**src/sv/dxt_pkg.sv**
```systemverilog
`timescale 1ns / 1ps
`default_nettype none
package dxt_pkg;

  // Stream and register port widths
  localparam int unsigned InW   = 152;
  localparam int unsigned OutW  = 64;
  localparam int unsigned AddrW = 4;
  localparam int unsigned DataW = 32;

  // Register indexes (byte address / 4)
  typedef enum logic [1:0] {
    REG_FORMAT = 2'd0,
    REG_WIDTH  = 2'd1,
    REG_HEIGHT = 2'd2
  } reg_idx_e;

  // Live configuration handed to the datapath
  typedef struct packed {
    logic        dxt5;
    logic [14:0] width;
    logic [14:0] height;
  } cfg_t;

  // First stage: widened endpoints and interpolation numerators
  typedef struct packed {
    logic [2:0][7:0]  e0;
    logic [2:0][7:0]  e1;
    logic [2:0][9:0]  num_a;   // 2*e0 + e1
    logic [2:0][9:0]  num_b;   // e0 + 2*e1
    logic [2:0][8:0]  sum;     // e0 + e1
    logic [5:0][10:0] anum;    // alpha numerators for entries 2..7
    logic             a_gt;
    logic [7:0]       a0;
    logic [7:0]       a1;
    logic             dxt5;
    logic             punch;
    logic [31:0]      cidx;
    logic [47:0]      aidx;
    logic [15:0]      mask;
    logic [11:0]      bx;
    logic [11:0]      by;
  } s1_t;

  // Second stage: finished palette and alpha table
  typedef struct packed {
    logic [3:0][2:0][7:0] pal;
    logic [7:0][7:0]      atab;
    logic                 dxt5;
    logic                 punch;
    logic [31:0]          cidx;
    logic [47:0]          aidx;
    logic [15:0]          mask;
    logic [11:0]          bx;
    logic [11:0]          by;
  } s2_t;

  // Widen RGB565 to three 8-bit channels, index 0 red
  function automatic logic [2:0][7:0] widen565(input logic [15:0] c);
    logic [2:0][7:0] res;
    res[0] = {c[15:11], c[15:13]};
    res[1] = {c[10:5], c[10:9]};
    res[2] = {c[4:0], c[4:2]};
    return res;
  endfunction

  // Floor divide by 3 for n <= 767
  function automatic logic [7:0] div3(input logic [9:0] n);
    logic [19:0] p;
    p = 20'(n) * 20'd683;
    return p[18:11];
  endfunction

  // Floor divide by 5 for n <= 1279
  function automatic logic [7:0] div5(input logic [10:0] n);
    logic [20:0] p;
    p = 21'(n) * 21'd1639;
    return p[20:13];
  endfunction

  // Floor divide by 7 for n <= 1791
  function automatic logic [7:0] div7(input logic [10:0] n);
    logic [21:0] p;
    p = 22'(n) * 22'd2341;
    return p[21:14];
  endfunction

endpackage
`default_nettype wire

```
**src/sv/dxt_block_decompress.sv**
```systemverilog
// DXT1 / DXT5 block decompressor.
// Input stream: one 4x4 compressed block per item. tdata carries the colour
// half, the alpha half, the block column and the block row. Output stream:
// one decoded pixel per item with its image position; tlast marks the final
// pixel of a block. Pixels outside the image are dropped, so a block gives
// 0 to 16 items; a block wholly outside the image gives none.
// An APB port holds texture_format (0x0), image_width (0x4) and
// image_height (0x8); write them only while the block is idle.
// The first pixel of a block passes, in order, the first palette stage (loaded
// at the edge that accepts the block), the second stage, the block holder
// and the output register before it shows on m_axis.
// Throughput: the block holder emits one pixel per cycle while m_axis_tready
// lets the output register drain; the two palette stages take a new block
// every cycle while they have room, so blocks queue behind the one being
// emitted.
// Reset clears all valid flags and sets format 0 and size 1x1.
// When m_axis_tready is low the output register holds its item and the
// stages fill up and then lower s_axis_tready; nothing is lost or repeated.
`timescale 1ns / 1ps
`default_nettype none
module dxt_block_decompress import dxt_pkg::*; (
  input  wire logic             clk_i,
  input  wire logic             rst_ni,
  input  wire logic             s_axis_tvalid,
  output logic                  s_axis_tready,
  // color_block[63:0], alpha_block[127:64], block_col[139:128],
  // block_row[151:140]
  input  wire logic [InW-1:0]   s_axis_tdata,
  output logic                  m_axis_tvalid,
  input  wire logic             m_axis_tready,
  // pixel_x[13:0], pixel_y[27:14], red[35:28], green[43:36], blue[51:44],
  // alpha[59:52], zero[63:60]
  output logic      [OutW-1:0]  m_axis_tdata,
  output logic                  m_axis_tlast,
  input  wire logic             psel,
  input  wire logic             penable,
  input  wire logic             pwrite,
  input  wire logic [AddrW-1:0] paddr,
  input  wire logic [DataW-1:0] pwdata,
  output logic      [DataW-1:0] prdata,
  output logic                  pready
);

  cfg_t cfg;
  logic pal_valid;
  logic pal_ready;
  s2_t  pal_data;

  // Configuration registers
  dxt_cfg u_cfg (
    .clk_i     (clk_i),
    .rst_ni    (rst_ni),
    .psel_i    (psel),
    .penable_i (penable),
    .pwrite_i  (pwrite),
    .paddr_i   (paddr),
    .pwdata_i  (pwdata),
    .prdata_o  (prdata),
    .pready_o  (pready),
    .cfg_o     (cfg)
  );

  // Palette and alpha table pipeline
  dxt_palette u_palette (
    .clk_i       (clk_i),
    .rst_ni      (rst_ni),
    .cfg_i       (cfg),
    .in_valid_i  (s_axis_tvalid),
    .in_ready_o  (s_axis_tready),
    .in_data_i   (s_axis_tdata),
    .out_valid_o (pal_valid),
    .out_ready_i (pal_ready),
    .out_data_o  (pal_data)
  );

  // Per-pixel emission
  dxt_serial u_serial (
    .clk_i       (clk_i),
    .rst_ni      (rst_ni),
    .in_valid_i  (pal_valid),
    .in_ready_o  (pal_ready),
    .in_data_i   (pal_data),
    .out_valid_o (m_axis_tvalid),
    .out_ready_i (m_axis_tready),
    .out_data_o  (m_axis_tdata),
    .out_last_o  (m_axis_tlast)
  );

endmodule
`default_nettype wire

```
**src/sv/dxt_cfg.sv**
```systemverilog
`timescale 1ns / 1ps
`default_nettype none
module dxt_cfg import dxt_pkg::*; (
  input  wire logic             clk_i,
  input  wire logic             rst_ni,
  input  wire logic             psel_i,
  input  wire logic             penable_i,
  input  wire logic             pwrite_i,
  input  wire logic [AddrW-1:0] paddr_i,
  input  wire logic [DataW-1:0] pwdata_i,
  output logic      [DataW-1:0] prdata_o,
  output logic                  pready_o,
  output cfg_t                  cfg_o
);

  logic        fmt_q;
  logic [14:0] width_q;
  logic [14:0] height_q;
  logic        wr_en;
  reg_idx_e    idx;

  assign idx      = reg_idx_e'(paddr_i[3:2]);
  assign pready_o = 1'b1;
  assign wr_en    = psel_i & penable_i & pwrite_i & pready_o;

  // Write registers in the access cycle
  always_ff @(posedge clk_i or negedge rst_ni) begin
    if (!rst_ni) begin
      fmt_q    <= 1'b0;
      width_q  <= 15'd1;
      height_q <= 15'd1;
    end else if (wr_en) begin
      unique case (idx)
        REG_FORMAT: fmt_q    <= pwdata_i[0];
        REG_WIDTH:  width_q  <= pwdata_i[14:0];
        REG_HEIGHT: height_q <= pwdata_i[14:0];
        default: ;
      endcase
    end
  end

  // Read back
  always_comb begin
    unique case (idx)
      REG_FORMAT: prdata_o = {31'd0, fmt_q};
      REG_WIDTH:  prdata_o = {17'd0, width_q};
      REG_HEIGHT: prdata_o = {17'd0, height_q};
      default:    prdata_o = '0;
    endcase
  end

  assign cfg_o.dxt5   = fmt_q;
  assign cfg_o.width  = width_q;
  assign cfg_o.height = height_q;

endmodule
`default_nettype wire

```
**src/sv/dxt_palette.sv**
```systemverilog
`timescale 1ns / 1ps
`default_nettype none
module dxt_palette import dxt_pkg::*; (
  input  wire logic           clk_i,
  input  wire logic           rst_ni,
  input  wire cfg_t           cfg_i,
  input  wire logic           in_valid_i,
  output logic                in_ready_o,
  input  wire logic [InW-1:0] in_data_i,
  output logic                out_valid_o,
  input  wire logic           out_ready_i,
  output s2_t                 out_data_o
);

  logic        s1_valid_q;
  s1_t         s1_q;
  s1_t         s1_d;
  logic        s2_valid_q;
  s2_t         s2_q;
  s2_t         s2_d;
  logic        s1_en;
  logic        s2_en;
  logic [15:0] c0;
  logic [15:0] c1;
  logic [3:0]  colv;
  logic [3:0]  rowv;

  assign c0 = in_data_i[15:0];
  assign c1 = in_data_i[31:16];

  // Stage one: unpack, widen, clip mask, numerators
  always_comb begin
    s1_d.e0    = widen565(c0);
    s1_d.e1    = widen565(c1);
    s1_d.cidx  = in_data_i[63:32];
    s1_d.a0    = in_data_i[71:64];
    s1_d.a1    = in_data_i[79:72];
    s1_d.aidx  = in_data_i[127:80];
    s1_d.bx    = in_data_i[139:128];
    s1_d.by    = in_data_i[151:140];
    s1_d.dxt5  = cfg_i.dxt5;
    s1_d.punch = !cfg_i.dxt5 && (c0 <= c1);
    s1_d.a_gt  = s1_d.a0 > s1_d.a1;
    for (int ch = 0; ch < 3; ch++) begin
      s1_d.num_a[ch] = {1'b0, s1_d.e0[ch], 1'b0} + {2'b00, s1_d.e1[ch]};
      s1_d.num_b[ch] = {2'b00, s1_d.e0[ch]} + {1'b0, s1_d.e1[ch], 1'b0};
      s1_d.sum[ch]   = {1'b0, s1_d.e0[ch]} + {1'b0, s1_d.e1[ch]};
    end
    for (int k = 0; k < 6; k++) begin
      if (s1_d.a_gt) begin
        s1_d.anum[k] = 11'(6 - k) * 11'(s1_d.a0) + 11'(k + 1) * 11'(s1_d.a1);
      end else if (k < 4) begin
        s1_d.anum[k] = 11'(4 - k) * 11'(s1_d.a0) + 11'(k + 1) * 11'(s1_d.a1);
      end else begin
        s1_d.anum[k] = '0;
      end
    end
    for (int c = 0; c < 4; c++) begin
      colv[c] = {1'b0, s1_d.bx, 2'(c)} < cfg_i.width;
      rowv[c] = {1'b0, s1_d.by, 2'(c)} < cfg_i.height;
    end
    for (int p = 0; p < 16; p++) begin
      s1_d.mask[p] = colv[p & 3] & rowv[p >> 2];
    end
  end

  // Stage two: divide by constants, build palette and alpha table
  always_comb begin
    s2_d.dxt5  = s1_q.dxt5;
    s2_d.punch = s1_q.punch;
    s2_d.cidx  = s1_q.cidx;
    s2_d.aidx  = s1_q.aidx;
    s2_d.mask  = s1_q.mask;
    s2_d.bx    = s1_q.bx;
    s2_d.by    = s1_q.by;
    s2_d.pal[0] = s1_q.e0;
    s2_d.pal[1] = s1_q.e1;
    for (int ch = 0; ch < 3; ch++) begin
      s2_d.pal[2][ch] = s1_q.punch ? s1_q.sum[ch][8:1] : div3(s1_q.num_a[ch]);
      s2_d.pal[3][ch] = s1_q.punch ? 8'd0 : div3(s1_q.num_b[ch]);
    end
    s2_d.atab[0] = s1_q.a0;
    s2_d.atab[1] = s1_q.a1;
    for (int k = 0; k < 6; k++) begin
      if (s1_q.a_gt) begin
        s2_d.atab[k + 2] = div7(s1_q.anum[k]);
      end else if (k < 4) begin
        s2_d.atab[k + 2] = div5(s1_q.anum[k]);
      end else if (k == 4) begin
        s2_d.atab[k + 2] = 8'd0;
      end else begin
        s2_d.atab[k + 2] = 8'd255;
      end
    end
  end

  // Advance a stage when its slot is empty or drains
  assign s2_en      = !s2_valid_q || out_ready_i;
  assign s1_en      = !s1_valid_q || s2_en;
  assign in_ready_o = s1_en;

  always_ff @(posedge clk_i or negedge rst_ni) begin
    if (!rst_ni) begin
      s1_valid_q <= 1'b0;
      s2_valid_q <= 1'b0;
    end else begin
      if (s1_en) s1_valid_q <= in_valid_i;
      if (s2_en) s2_valid_q <= s1_valid_q;
    end
  end

  always_ff @(posedge clk_i) begin
    if (s1_en && in_valid_i) s1_q <= s1_d;
    if (s2_en && s1_valid_q) s2_q <= s2_d;
  end

  assign out_valid_o = s2_valid_q;
  assign out_data_o  = s2_q;

endmodule
`default_nettype wire

```
**src/sv/dxt_serial.sv**
```systemverilog
`timescale 1ns / 1ps
`default_nettype none
module dxt_serial import dxt_pkg::*; (
  input  wire logic            clk_i,
  input  wire logic            rst_ni,
  input  wire logic            in_valid_i,
  output logic                 in_ready_o,
  input  wire s2_t             in_data_i,
  output logic                 out_valid_o,
  input  wire logic            out_ready_i,
  output logic      [OutW-1:0] out_data_o,
  output logic                 out_last_o
);

  s2_t             blk_q;
  logic [15:0]     mask_q;
  logic [15:0]     mask_d;
  logic            out_valid_q;
  logic [OutW-1:0] out_data_q;
  logic [OutW-1:0] out_data_d;
  logic            out_last_q;
  logic [15:0]     low;
  logic [3:0]      idx;
  logic [1:0]      ci;
  logic [2:0]      ai;
  logic [5:0]      abase;
  logic [2:0][7:0] rgb;
  logic [7:0]      alpha;
  logic            last;
  logic            has_px;
  logic            out_free;
  logic            emit;
  logic            load;

  // Pick the lowest pending pixel of the block
  always_comb begin
    low = mask_q & (~mask_q + 16'd1);
    idx = '0;
    for (int p = 0; p < 16; p++) begin
      if (low[p]) idx = idx | 4'(p);
    end
  end

  assign last  = (mask_q & ~low) == 16'd0;
  assign abase = 6'(idx) * 6'd3;
  assign ci    = blk_q.cidx[{idx, 1'b0} +: 2];
  assign ai    = blk_q.aidx[abase +: 3];
  assign rgb   = blk_q.pal[ci];

  // Alpha from the table in DXT5, else opaque except transparent black
  always_comb begin
    if (blk_q.dxt5) begin
      alpha = blk_q.atab[ai];
    end else if (blk_q.punch && (ci == 2'd3)) begin
      alpha = 8'd0;
    end else begin
      alpha = 8'd255;
    end
  end

  assign out_data_d = {4'd0, alpha, rgb[2], rgb[1], rgb[0],
                       blk_q.by, idx[3:2], blk_q.bx, idx[1:0]};

  // Handshake between block holder and output register
  assign has_px     = |mask_q;
  assign out_free   = !out_valid_q || out_ready_i;
  assign emit       = has_px && out_free;
  assign in_ready_o = !has_px || (emit && last);
  assign load       = in_valid_i && in_ready_o;

  // Drop emitted pixels, take a new block when the current one is done
  always_comb begin
    mask_d = mask_q;
    if (load) begin
      mask_d = in_data_i.mask;
    end else if (emit) begin
      mask_d = mask_q & ~low;
    end
  end

  always_ff @(posedge clk_i or negedge rst_ni) begin
    if (!rst_ni) begin
      mask_q      <= '0;
      out_valid_q <= 1'b0;
    end else begin
      mask_q <= mask_d;
      if (out_free) out_valid_q <= emit;
    end
  end

  always_ff @(posedge clk_i) begin
    if (load) blk_q <= in_data_i;
    if (emit) begin
      out_data_q <= out_data_d;
      out_last_q <= last;
    end
  end

  assign out_valid_o = out_valid_q;
  assign out_data_o  = out_data_q;
  assign out_last_o  = out_last_q;

endmodule
`default_nettype wire

```
**config.mk**
```make
export PLATFORM = sky130hd
export DESIGN_NAME = dxt_block_decompress
export DESIGN_NICKNAME = d
export VERILOG_FILES = /design/src/sv/dxt_pkg.sv /design/src/sv/dxt_block_decompress.sv /design/src/sv/dxt_cfg.sv /design/src/sv/dxt_palette.sv /design/src/sv/dxt_serial.sv
export SDC_FILE = /design/constraint.sdc
export NUM_CORES = 2
export LEC_CHECK = 0
export ABC_AREA = 1
export CAP_MARGIN = 20
export CORE_UTILIZATION = 55
export CTS_BUF_LIST = sky130_fd_sc_hd__clkbuf_2 sky130_fd_sc_hd__clkbuf_4 sky130_fd_sc_hd__clkbuf_8
export CTS_CLUSTER_SIZE = 25
export DETAILED_ROUTE_END_ITERATION = 7
export DONT_BUFFER_PORTS = 1
export HOLD_SLACK_MARGIN = 0.12
export PLACE_DENSITY = 0.74
export SLEW_MARGIN = 20
export SYNTH_ARGS = -nofsm -noshare
export SYNTH_HDL_FRONTEND = slang
export SYNTH_SLANG_ARGS = --single-unit
```
**constraint.sdc**
```tcl
create_clock -name clk_i -period 17.7 [get_ports clk_i]
set_input_delay 0 -clock clk_i [delete_from_list [all_inputs] [get_ports clk_i]]
set_output_delay 0 -clock clk_i [all_outputs]
set_load 0.02 [all_outputs]
```
; Yosys cells after proc, flatten, opt, wreduce, memory -nomap -nowiden
; Cells that the tools add are included.
[totals]
ff_bits = 999
input_bits = 195
out_inout_bits = 100
[op_classes]
addsub = 20
mul = 23
magnitude_cmp = 12
eq_ne = 3
shifts = 2
mux = 35
bitwise_logic = 22
reduce_logical = 23
[ops]
columns = operator, n
row1 = "11-bit by 12-bit multiplier with 22-bit output, second input constant", 6
row2 = 14-bit by 15-bit < comparator with 1-bit output, 8
row3 = "10-bit by 10-bit multiplier with 19-bit output, second input constant", 6
row4 = "11-bit by 11-bit multiplier with 21-bit output, second input constant", 4
row5 = 8-bit 2-to-1 mux, 10
row6 = 24-bit binary-select mux with 2-bit select, 1
row7 = 48-bit by 7-bit variable part select with 3-bit output, 1
row8 = 15-bit case mux with 3 select lines, 1
row9 = 11-bit 2-to-1 mux, 4
row10 = "2-bit by 8-bit multiplier with 10-bit output, first input constant", 4
row11 = 16-bit bitwise AND, 2
row12 = 16-bit 2-to-1 mux, 2
row13 = 4-bit 2-to-1 mux, 8
row14 = 16-bit NOT, 2
row15 = 32-bit by 6-bit variable part select with 2-bit output, 1
row16 = 8-bit by 9-bit adder with 10-bit output, 3
row17 = 9-bit by 8-bit adder with 10-bit output, 3
row18 = 8-bit by 8-bit adder with 9-bit output, 3
row19 = 8-bit binary-select mux with 3-bit select, 1
row20 = 24-bit 2-to-1 mux, 1
row21 = 10-bit by 10-bit adder with 11-bit output, 2
row22 = "3-bit by 8-bit multiplier with 11-bit output, first input constant", 2
row23 = 1-bit bitwise AND, 18
row24 = "16-bit by 1-bit adder with 16-bit output, second input constant", 1
row25 = 26 further kinds, 46

; Depth between registers and ports, before layout
[logic_depth]
word_depth = 23
ltp_mapped = 27
mapped_depth_nobuf = 27

; Hierarchy
; From an unflattened synthesis, not the netlist that was laid out.
[unflattened]
cells_unflattened = 7653
area_unflattened_um2 = 74346.3
[modules_own_cells]
columns = mod, instances, cells_each, area_each_um2, seq_area_each_um2
row1 = dxt_palette, 1, 6293, 58557.4, 17376.7
row2 = dxt_serial, 1, 1147, 14038.5, 10244.8
row3 = dxt_cfg, 1, 213, 1750.4, 778.2

; Least setup slack after synthesis
; No wires, ideal clock.
[synth_path]
path_kind = flip-flop to flip-flop
from = register u_serial.mask_q[4]
to = register u_palette.s1_q[0] (netlist bit), enable pin
setup_time_ns = 0.661
arrival_time_ns = 7.891
t_required_ns = 17.039
slack_ns = 9.148
stages_incl_launch_ff = 16
n_path_buf = 0
period_less_slack_ns = 8.552
path_cell_list = dfrtp_1 -> nor2_1 -> nand2_1 -> nor2_2 -> nand2_2 -> inv_1 -> nor2_1 -> nor4_1 -> nand3_1 -> nor3_1 -> nand2_1 -> nand2_1 -> nor2_1 -> nand2_1 -> nand2_1 -> inv_1
[synth_via]
elab_chain_len = 11
word_cells_on_any_way = 14
cone_classes = add/sub (1) / bitwise (4) / reduce/logical (9)
[synth_lines]
columns = item, line_no
row1 = from (decl), dxt_serial.sv:16  ; logic [15:0] mask_q;
row2 = from (signal assigned), dxt_serial.sv:86  ; mask_q <= mask_d;
row3 = 16-bit NOT, dxt_serial.sv:37  ; low = mask_q & (~mask_q + 16'd1);
row4 = 16-bit by 1-bit adder with 16-bit output, dxt_serial.sv:37
row5 = 16-bit bitwise AND, dxt_serial.sv:37
row6 = 16-bit NOT, dxt_serial.sv:44  ; assign last = (mask_q & ~low) == 16'd0;
row7 = 16-bit bitwise AND (*), dxt_serial.sv:44
row8 = 16-bit logical NOT (*), dxt_serial.sv:44
row9 = net u_serial.last, dxt_serial.sv:29  ; logic last;
row10 = 1-bit logical AND (*), dxt_serial.sv:68  ; assign in_ready_o = !has_px || (emit && last);
row11 = 1-bit logical OR (*), dxt_serial.sv:68
row12 = 1-bit logical OR (*), dxt_palette.sv:98  ; assign s2_en = !s2_valid_q || out_ready_i;
row13 = 1-bit logical OR (*), dxt_palette.sv:99  ; assign s1_en = !s1_valid_q || s2_en;
row14 = net s_axis_tready, dxt_block_decompress.sv:25  ; output logic s_axis_tready,
row15 = 1-bit logical AND (*), dxt_palette.sv:113  ; if (s1_en && in_valid_i) s1_q <= s1_d;
row16 = to (signal assigned), dxt_palette.sv:113
row17 = to (decl), dxt_palette.sv:16  ; s1_t s1_q;
; Mark *: on every way through the listed nets, which the timed path passes. The rest lies on a longest branch.
; A chain may end at the register's enable or synchronous reset.

; Worst setup path in the final report
[layout_path]
from = register u_serial.mask_q[4]
to = register u_palette.s1_q[245] (netlist bit), enable pin
; The elaborated chain is that of the path after synthesis.

==> flow_summary.yaml <==
logic_synthesis:
  synth_simple_gate_area_share_pct: 8.97
  yosys.area.top_type: "edfxtp_1"
  ys_seq_elements: 938
  synth-async-reset-ratio_pct: 5.33
  synth-compound-area-share_pct: 7.50
  synth-main-ff-cell: "edfxtp_1"
  synth_top_family_by_area: "adder cells"
  syn_avg_cell_area_um2: 10.7
  yosys_warnings: 0
  synth_commonest_cells: "1273 x inv_1, 1181 x ha_1, 888 x edfxtp_1"
  synthDominantCellAreaShare_pct: 39.0
  synthMuxAreaShare_pct: 0
  synth_cell_types: 63
  yosys.area_share.adder_pct: 32.7
  post-synth-top-count-cell: "inv_1"
  syn-instance-count: 6370
  yosysSeqAreaShare_pct: 40.8
  netlist_area_um2: 68500
  synth-edff-count: 888
  yosys-top-cells-area: "edfxtp_1 39%, ha_1 22%, fa_1 11%, inv_1 7.0%, nand2_1 4.0%"
  synthXorXnorAreaFrac_pct: 2.21
worst_setup_path:
  critical_path_class: "register to register"
  critPathMaxFanout: 121
  r2r_start: "u_serial.mask_q[4]"
  worstSetupStartpoint: "u_serial.mask_q[4]"
  end_kind: "register"
  required_ps: 18150
  worstPathArrival_ps: 6780
  worst_setup_path_start_kind: "register"
global_routing:
  grt_pass1_wl_mm: 250
  grt_usage_pct: 25.1
  grt_max_degree: 122
  overflow: 0
  grt_pass1_vias: 48858
  grt_antenna_before_repair: 5
worst_hold_path:
  min_path_type: "primary input to register"
  hp-start: "s_axis_tdata[69]"
die:
  fp.coreArea_um2: 124000
  die_w_um: 355
  die_area_um2: 126000
  io_pins: 295
  rows: 129
  initial_utilization_pct: 55.4
  die_height_um: 355
clock_network:
  root_buffer: "clkbuf_8"
  cts.sinks: 938
  cts_setup_buffers: 0
  cts_hold_buf: 353
  clk_latency_ps: 890
  cts.htree.levels: 4
  cts_buffers: 155
  cts_resized: 0
  clkSlewWorstSetupHoldPaths_ps: 60
  max-clock-path-buffers: 3
  tritoncts: "done"
final_layout:
  syn_to_final_growth_pct: 12.6
  fin_nets: 8582
  multi_input_area_um2: 35300
  layout.cells.non_filler: 8591
  drive_gt1_share_pct: 5.02
  seq_area_um2: 27900
  fillers: 9418
placement:
  place_inst: 7953
  gp_congestion: 0.903
  numPortBuffers: 0
  dp_hpwl_mm: 109
flow_run:
  maxCapViolCount: 0
timing:
  fmax_ghz: 0.158
  rsz0062_at_grt: "false"
  tightest_slew_ps: 1060
  fin_tns_setup_ps: 0
  fin_crit_sh_pct: 35.7
  min_period_ps: 6320
  hold_viol_final: 0
  max-slew-margin-rel_pct: 29.2
  drv_slew: 0
  setup_viol: 0
  fin_worst_skew_ps: 58.1
run_status:
  status: "complete, no violations"
routing:
  ant_nets: 0
  viasPerCell: 5.42
  post_drt_wl_per_cell_um: 18.0
  vias: 46569
  dr.pass1.iters: 6
  wirelength_mm: 155
  post-route-drc-count: 0
  drt_iter0_drc: 2952
-- worst max-delay path, stage by stage, from the launching register on --
cell	delay, ps
dfrtp_1	480
nor2_1	290
nand2_1	110
nor2_2	160
nand2_2	90
inv_1	80
nor2_1	50
nor4_1	210
nand3_1	170
nor3_1	310
nand2_1	130
nand2_1	130
nor2_1	80
nand2_1	220
nand2_1	240
inv_8	570
buf_4	750
buf_4	730
buf_4	870
-- cells by family after synthesis --
family | after synthesis
adder cells (fa/ha/maj) | 1561
AND/OR/NAND/NOR | 1424
buffers and inverters | 1377
flip-flops | 938
AO/OA/AOI/OAI | 895
XOR/XNOR | 173
other | 2
-- layer usage --
metal	global-route usage (%)	share of wire, %	up-vias
met5	0	0.0084	-
met4	9.09	3.0	2
met3	3.63	5.4	327
met2	44.3	50	1434
met1	31.2	42	22389
li1	-	-	22417
-- sequential cells by signal, indices dropped and copies added, names as in the netlist, 15 cells and up --
signal,cells
u_serial.mask_q,16
u_cfg.width_q,15
u_cfg.height_q,15
u_palette.s1_q,311
u_serial.blk_q,250
u_serial.out_data_o,60
u_palette.out_data_o,266
-- final cells by class --
type,instances,area share [%]
sequential,938,36.2
antenna,5,0.0162
timing repair buffer,374,4.83
clock buffer,213,3.38
clock inverter,67,0.876
inverter,1282,6.27
multi-input combinational,4075,45.8
tap,1637,2.66
-- final timing paths --
kind,slack [ps],end,depth (start not counted)
min in group asynchronous,290,u_serial.mask_q[13],4
max in group asynchronous,17100,u_cfg.width_q[0],4
worst max register to register,11380,u_palette.s1_q[245],18
worst min register to register,390,u_serial.blk_q[279],0
worst max-delay path,11380,u_palette.s1_q[245],18
worst min-delay path,220,u_palette.s1_q[135],1
-- through the flow --
step           utilization (%)  cell area [um2]  worst slack (ps)  hold slack [ps]
6_report                  62.4            77100             11380              224
5_1_grt                   62.4            77100             10890              192
4_1_cts                   62.3            77100             11580              126
3_5_place_dp              56.8            70200             11660             -294
3_3_place_gp              56.8            70200             11800             -294
2_1_floorplan                -            68500              9150             -296
-- layout by cell type (no fill, tap or decap), types with 161 or more instances in the layout --
| cell type | netlist | routed |
|---|---|---|
| o21ai_0 | 263 | 263 |
| inv_1 | 1273 | 1270 |
| nor2_1 | 287 | 286 |
| nand2_1 | 736 | 736 |
| a21oi_1 | 355 | 355 |
| fa_1 | 380 | 380 |
| dlygate4sd3_1 | 0 | 351 |
| clkbuf_8 | 0 | 161 |
| nand3_1 | 220 | 220 |
| edfxtp_1 | 888 | 888 |
| ha_1 | 1181 | 1181 |
Power is left out: the tool's default activity adds up to more than one toggle a clock period on the data nets, which glitch-free logic cannot reach.
